<file path="src/rtl/core/apf_pkg.sv">
package apf_pkg;

  localparam int unsigned CFG_W     = 31;
  localparam int unsigned CFG_IDX_W = 3;
  localparam int unsigned DT_W      = 17;
  localparam int unsigned OPW       = 33;
  localparam int unsigned PRODW     = 66;
  localparam int unsigned SUMW      = 34;
  localparam int unsigned DIV_BITS  = 33;
  localparam int unsigned DCNT_W    = $clog2(DIV_BITS);

  localparam logic [CFG_W-1:0] GRAVITY_RESET = 31'd642908;
  localparam logic [CFG_W-1:0] MASS_RESET    = 31'd65536;
  localparam logic [DT_W-1:0]  TICK_RESET    = 17'd655;

  localparam logic signed [PRODW-1:0] TILT_MIN = 66'sd1048576;
  localparam logic signed [PRODW-1:0] MAX32_W  = 66'sd2147483647;
  localparam logic signed [PRODW-1:0] MIN32_W  = -66'sd2147483648;
  localparam logic signed [31:0]      MAX32    = 32'sh7FFF_FFFF;
  localparam logic signed [31:0]      MIN32    = 32'sh8000_0000;

  typedef enum logic [CFG_IDX_W-1:0] {
    REG_REF_KP, REG_REF_KD, REG_PID_KP, REG_PID_KI,
    REG_PID_KD, REG_GRAVITY, REG_MASS, REG_TICK
  } cfg_reg_t;

  typedef enum logic [4:0] {
    ST_NONE, ST_ERR, ST_MUL_KPR, ST_MUL_KDR, ST_ACC_DIFF, ST_ACCR,
    ST_MUL_ACCR, ST_VEL, ST_MUL_VEL, ST_POS, ST_ERRS, ST_MUL_P,
    ST_MUL_I, ST_MUL_D, ST_MUL_T, ST_INTEG, ST_SUM, ST_R33_Y,
    ST_R33_Z, ST_R33, ST_DIV_SET, ST_DIV_STEP, ST_DIV_END,
    ST_MUL_THRUST, ST_THRUST
  } step_t;

  typedef struct packed {
    step_t step;
    logic  load_in;
    logic  load_out;
  } apf_cmd_t;

  typedef struct packed {
    logic skip_div;
  } apf_status_t;

  typedef struct packed {
    logic              hit;
    logic signed [31:0] val;
  } sat_t;

  function automatic sat_t sat32(input logic signed [PRODW-1:0] v);
    sat_t r;
    if (v > MAX32_W) begin
      r = '{hit: 1'b1, val: MAX32};
    end else if (v < MIN32_W) begin
      r = '{hit: 1'b1, val: MIN32};
    end else begin
      r = '{hit: 1'b0, val: v[31:0]};
    end
    return r;
  endfunction

  function automatic logic signed [PRODW-1:0] wide(input logic [31:0] x);
    return $signed({{(PRODW-32){x[31]}}, x});
  endfunction

endpackage

</file>
<file path="src/rtl/core/apf_ctrl.sv">
module apf_ctrl (
  input  logic                 clk,
  input  logic                 rst,
  input  logic                 in_valid,
  output logic                 in_ready,
  output logic                 out_valid,
  input  logic                 out_ready,
  input  apf_pkg::apf_status_t status,
  output apf_pkg::apf_cmd_t    cmd
);
  import apf_pkg::*;

  typedef enum logic [1:0] {S_IDLE, S_RUN, S_DIV, S_DONE} state_t;

  state_t            state;
  step_t             step;
  logic [DCNT_W-1:0] div_cnt;

  assign in_ready     = (state == S_IDLE);
  assign cmd.load_in  = in_valid && in_ready;
  assign cmd.load_out = (state == S_DONE) && (!out_valid || out_ready);
  assign cmd.step     = (state == S_RUN) ? step :
                        (state == S_DIV) ? ST_DIV_STEP : ST_NONE;

  always_ff @(posedge clk) begin
    if (rst) begin
      state     <= S_IDLE;
      step      <= ST_NONE;
      div_cnt   <= '0;
      out_valid <= 1'b0;
    end else begin
      if (cmd.load_out) begin
        out_valid <= 1'b1;
      end else if (out_ready) begin
        out_valid <= 1'b0;
      end
      unique case (state)
        S_IDLE: begin
          if (cmd.load_in) begin
            state <= S_RUN;
            step  <= ST_ERR;
          end
        end
        S_RUN: begin
          if (step == ST_DIV_SET) begin
            div_cnt <= '0;
            if (status.skip_div) begin
              step <= ST_DIV_END;
            end else begin
              state <= S_DIV;
            end
          end else if (step == ST_THRUST) begin
            state <= S_DONE;
          end else begin
            step <= step_t'(step + 5'd1);
          end
        end
        S_DIV: begin
          if (div_cnt == DCNT_W'(DIV_BITS - 1)) begin
            state <= S_RUN;
            step  <= ST_DIV_END;
          end else begin
            div_cnt <= div_cnt + 1'b1;
          end
        end
        S_DONE: begin
          if (cmd.load_out) begin
            state <= S_IDLE;
          end
        end
        default: state <= S_IDLE;
      endcase
    end
  end

`ifndef ASSERT_OFF
  a_no_overwrite: assert property (@(posedge clk) disable iff (rst)
    cmd.load_out |-> (!out_valid || out_ready))
    else $error("result register overwritten before it was taken");
  a_div_bound: assert property (@(posedge clk) disable iff (rst)
    state == S_DIV |-> div_cnt <= DCNT_W'(DIV_BITS - 1))
    else $error("divider ran past its last quotient bit");
  a_start: assert property (@(posedge clk) disable iff (rst)
    cmd.load_in |=> (state == S_RUN && step == ST_ERR))
    else $error("accepted request did not start the sequence");
`endif
endmodule

</file>
<file path="config.mk">
export PLATFORM = sky130hd
export DESIGN_NAME = apf_ctrl
export DESIGN_NICKNAME = d
export VERILOG_FILES = /design/src/rtl/core/apf_pkg.sv /design/src/rtl/core/apf_ctrl.sv
export SDC_FILE = /design/constraint.sdc
export NUM_CORES = 1
export LEC_CHECK = 0
export ABC_AREA = 0
export BUFFER_PORTS_ARGS = -buffer_cell sky130_fd_sc_hd__buf_4
export CORE_MARGIN = 2
export CORE_UTILIZATION = 35
export DETAILED_ROUTE_END_ITERATION = 7
export PLACE_DENSITY_LB_ADDON = 0.05
export SLEW_MARGIN = 15
export SYNTH_ARGS = -nofsm -noshare
export SYNTH_HDL_FRONTEND = slang
export SYNTH_SLANG_ARGS = --single-unit
</file>
<file path="constraint.sdc">
create_clock -name clk -period 2.99 [get_ports clk]
set_input_delay 0.1495 -clock clk [delete_from_list [all_inputs] [get_ports clk]]
set_output_delay 0.1495 -clock clk [all_outputs]
set_load 0.02 [all_outputs]
</file>
Word-level counts from Yosys, hierarchy flattened
Index checks and enable logic that the tools add are counted.
{ "word_totals": {"reg_bits": 14, "output_inout_bits": 9, "word_cells": 52} }
{ "classes": {"n_addsub": 2, "n_eq_ne": 15, "mux": 20, "n_reduce_logical": 11} }
{ "op_table": {"columns": ["cell", "n"], "rows": [
  ["two-way mux 5 bit", 7],
  ["case mux 5 bit (3 select lines)", 1],
  ["two-way mux 2 bit", 6],
  ["two-way mux 6 bit", 2],
  ["case mux 6 bit (2 select lines)", 1],
  ["equality test 5 bit, second input constant", 2],
  ["AND reduction 5 bit", 2],
  ["!= test 3 bit, second input constant", 3],
  ["case mux 2 bit (4 select lines)", 1],
  ["adder 6 x 1 -> 6 bit, second input constant", 1],
  ["equality test 6 bit, second input constant", 1],
  ["!= test 2 x 1 -> 1 bit, second input constant", 3],
  ["adder 5 x 1 -> 5 bit, second input constant", 1],
  ["equality test 2 bit, second input constant", 2],
  ["!= test 2 bit, second input constant", 2],
  ["nonzero test 2 bit", 2],
  ["!= test 3 x 1 -> 1 bit, second input constant", 1],
  ["AND reduction 3 bit", 1],
  ["nonzero test 3 bit", 1],
  ["equality test 2 x 1 -> 1 bit, second input constant", 1],
  ["logical AND 1 bit", 2],
  ["zero test 2 bit", 1],
  ["two-way mux 1 bit", 2],
  ["zero test 1 bit", 1],
  ["logical OR 1 bit", 1]
]} }

Logic depth before layout (Yosys ltp)
{ "depth": {"ltp_word": 5, "mapped_depth": 7} }

Worst setup path after synthesis
Ideal clock, no wire load.
{ "synth_timing": {"path_type": "register -> register", "startpoint": "register state[0]", "endpoint": "register step[0]", "setup_ns": 0.121, "t_arrival_ns": 1.645, "t_required_ns": 2.869, "slack_ns": 1.225, "path_stages_with_launch": 7, "path_buffers": 0, "cell_sequence": "dfxtp_1 -> inv_1 -> ha_1 -> or3_1 -> o311a_1 -> nand3b_2 -> mux2_2"} }
{ "synth_via": {"elab_chain_cells": 4, "word_cells_on_any_way": 11} }
{ "synth_lines": {"columns": ["element", "line_no", "source"], "rows": [
  ["start, declared", "apf_ctrl.sv:15", "state_t state;"],
  ["start signal, assigned", "apf_ctrl.sv:27", "state <= S_IDLE;"],
  ["start signal, assigned", "apf_ctrl.sv:40", "state <= S_RUN;"],
  ["start signal, assigned", "apf_ctrl.sv:50", "state <= S_DIV;"],
  ["zero test 2 bit (*)", "apf_ctrl.sv:19", "assign in_ready = (state == S_IDLE);"],
  ["via in_ready", "apf_ctrl.sv:5", "output logic in_ready,"],
  ["logical AND 1 bit", "apf_ctrl.sv:20", "assign cmd.load_in = in_valid && in_ready;"],
  ["!= test 2 x 1 -> 1 bit (no line)", null, null],
  ["AND reduction 5 bit (no line)", null, null],
  ["end signal, assigned", "apf_ctrl.sv:55", "step <= step_t'(step + 5'd1);"],
  ["end, declared", "apf_ctrl.sv:16", "step_t step;"]
]} }
Mark *: on every way through the listed nets, which the timed path passes. The rest lies on a longest branch.
A chain may end at the register's enable or synchronous reset.

Final worst setup path
{ "layout_timing": {"startpoint": "register state[1]", "endpoint": "register step[0]"} }
{ "layout_via": {"elab_chain_cells": 4, "word_cells_on_any_way": 11} }
{ "layout_lines": {"columns": ["element", "line_no"], "rows": [
  ["zero test 2 bit", "apf_ctrl.sv:19, apf_ctrl.sv:37"],
  ["logical AND 1 bit", "apf_ctrl.sv:20"],
  ["!= test 2 x 1 -> 1 bit (no line)", null],
  ["AND reduction 5 bit (no line)", null]
]} }
Several ways; a longest one is shown, not always the timed one.

==> flow_summary.toml <==
[place]
portBuffers = 13
place_ws_ns = 0.8917
place_hpwl_um = 1832
gp_congestion = 0.8037
placed_area_sq_mm = 0.001154
placedCellCount = 166

[timing]
finalHoldViolCount = 0
finalCriticalPeriod_ns = 2.104
tns_ns = 0
fmax_mhz = 475.3
rsz0062_at_grt = "false"
setup_viol = 0
finalMaxSlewViolations = 0
clock_skew_ns = 0.01069
max_slew.worst_pin.slew_ns = 0.5434
setup_ws_ns = 0.8860
finalCritPeriodShare = 0.7037
slew_headroom = 0.6378

[detailed_routing]
ant_nets = 0
viasPerCell = 5.653
vias = 961
route.detailed.drc = 0
post_drt_wl_per_cell_um = 14.19
drt-met1-wl_um = 1223
top_layer_used = "met4"
drt_wl_total_um = 2412
drtPass1Iterations = 4
dr_wl_met2_um = 1067
wl_met3_um = 101
first_iter_violations = 41

[clock_network]
cts_resized = 0
clkSinkCount = 14
cts-root-buf = "clkbuf_4"
cts_tree = "yes"
cts_made_buffers = 3
clk_pin_slew_worst_paths_ns = 0.10
ctsHoldBuffers = 0
clockBufferDepth = 2
clk_latency_ns = 0.28
postCtsSetupBuffers = 0
cts_htree_levels = 1

[floorplanning]
io_pins = 14
fp.dieW_um = 58.51
die_h_um = 58.51
coreArea_sq_mm = 0.002781
start_util = 0.3738
fp-row-count = 19
die-area_sq_mm = 0.003423

[finish]
finalInstanceArea_sq_mm = 0.001190
syn_to_final_growth_pct = 14.44
fin_nets = 153
num_antenna_cells = 0
layout.cells.non_filler = 170
drive_gt1_frac = 0.1799

[yosys]
synthCells = 127
synth-seq-cells = 14
synthFlopType = "dfxtp_1"
syn-num-nets = 140
synth_seq_area_share = 0.2696
synth.avg_cell_area_sq_um = 8.187
netlist_area_sq_mm = 0.001040
synth_top_area_cell = "dfxtp_1"
netlist_top_cells_area = "dfxtp_1 27%, ha_1 9.6%, inv_1 4.3%, a21oi_1 3.9%, nand3_1 3.9%"
synth_warnings = 0
async_flop_share = 0
synth_top_area_share = 0.2696
synth_cell_types = 45
synth_edf_count = 0

[power]
power_mw = 0.9925
power_density_mw_per_mm2 = 834.1
ir_drop_mv = 0.4308
leakage_nw = 0.4811

[job]
cap_violations = 0

[critical_path]
reg2reg_depth = 6
crit_type = "reg2reg"
startpoint_type = "flop"
critPathMaxFanout = 16
cp-end-kind = "flop"
arrival_ns = 2.29
critPathRequiredTime_ns = 3.18

[global_route]
antenna_found_initial = 0
grt_max_degree = 17
track_usage = 0.1622
grt_pass1_wl_um = 4319
grt_overflow_total = 0
grt_pass1_vias = 939

[worst_hold_path]
min_path_type = "in2reg"
whs_path_depth = 2

[run_status]
status = "finished clean"
## kinds of logic after synthesis
| logic type | share of synthesized area |
|---|---|
| buf+inv | 0.06498 |
| mux | 0.03008 |
| compound gates | 0.2347 |
| simple gates | 0.2708 |
| flops | 0.2696 |
| fa+ha+maj | 0.09627 |
| xor+xnor | 0.03369 |
## per-layer routing
metal	track usage	vias to the layer above
li1	-	483
met1	0.2240	455
met2	0.2584	21
met3	0.03297	2
met4	0.03987	0
met5	0	-
## final timing paths
check | startpoint | end | slack [ns]
setup reg to reg | state[1]$_SDFFE_PP0P_ | step[0]$_SDFFE_PP0P_ | 0.89
hold / removal | rst | step[3]$_SDFFE_PP0P_ | 0.13
setup / recovery | state[1]$_SDFFE_PP0P_ | step[0]$_SDFFE_PP0P_ | 0.89
hold reg to reg | div_cnt[4]$_SDFFE_PP0P_ | div_cnt[4]$_SDFFE_PP0P_ | 0.51
## worst max-delay path, cell delays in order, from the launching register on
cell and delay [ns]:
dfxtp_1 0.34, inv_1 0.10, ha_1 0.51, nand2_1 0.13, o311a_1 0.41, nand3b_2 0.17, mux2_2 0.34
## synthesized netlist by cell type (2+ instances only)
library cell  count
nand3_1           8
a21oi_1           8
inv_1            12
ha_1              8
clkbuf_1          2
nand4_1           3
nand2b_1          2
o31ai_1           3
nor2_1           10
nand3b_1          2
dfxtp_1          14
a211oi_1          2
and3_1            2
mux2i_1           2
nand2_1           7
buf_2             3
xnor2_1           4
nor3_1            3
o21ai_0           5
a31oi_1           2
## power breakdown
group | leakage [nW] | switching [mW] | internal, mW | total, mW
combinational | 0.346 | 0.351 | 0.230 | 0.580
sequential | 0.114 | 0.0489 | 0.222 | 0.271
clock | 0.0210 | 0.0673 | 0.0740 | 0.141
total | 0.481 | 0.467 | 0.526 | 0.992
## cell type report
type | count | area (sq um)
Fill cell | 291 | 1592
Multi-Input combinational cell | 96 | 691.9
Sequential cell | 14 | 280.3
Timing Repair Buffer | 13 | 97.59
Inverter | 12 | 45.04
Tap cell | 31 | 38.79
Clock buffer | 4 | 36.28
## through the flow
step                      hold WS (ns)  utilization
after CTS                       0.1198       0.4278
after detailed placement        0.4319       0.4148
final                           0.1315       0.4278
after global placement          0.4319       0.4148
after global routing            0.1266       0.4278
after floorplan                 0.3261            -
## sequential cells by signal, indices dropped and copies added (netlist names)
name       flops
div_cnt        6
out_valid      1
state          2
step           5
## cell usage in the layout (no fill, tap or decap), drive strengths merged, types with 2 or more instances in the layout
master	n
nand4	3
nand2	7
nand3b	3
and3	2
o31ai	3
buf	13
ha	8
dfxtp	14
nand2b	2
xnor2	4
a31oi	2
nand3	8
nor3	3
nor2	10
o21ai	6
inv	12
mux2i	2
a211oi	2
clkbuf	4
a21oi	9
No activity file was read; power rests on OpenSTA's default activity.
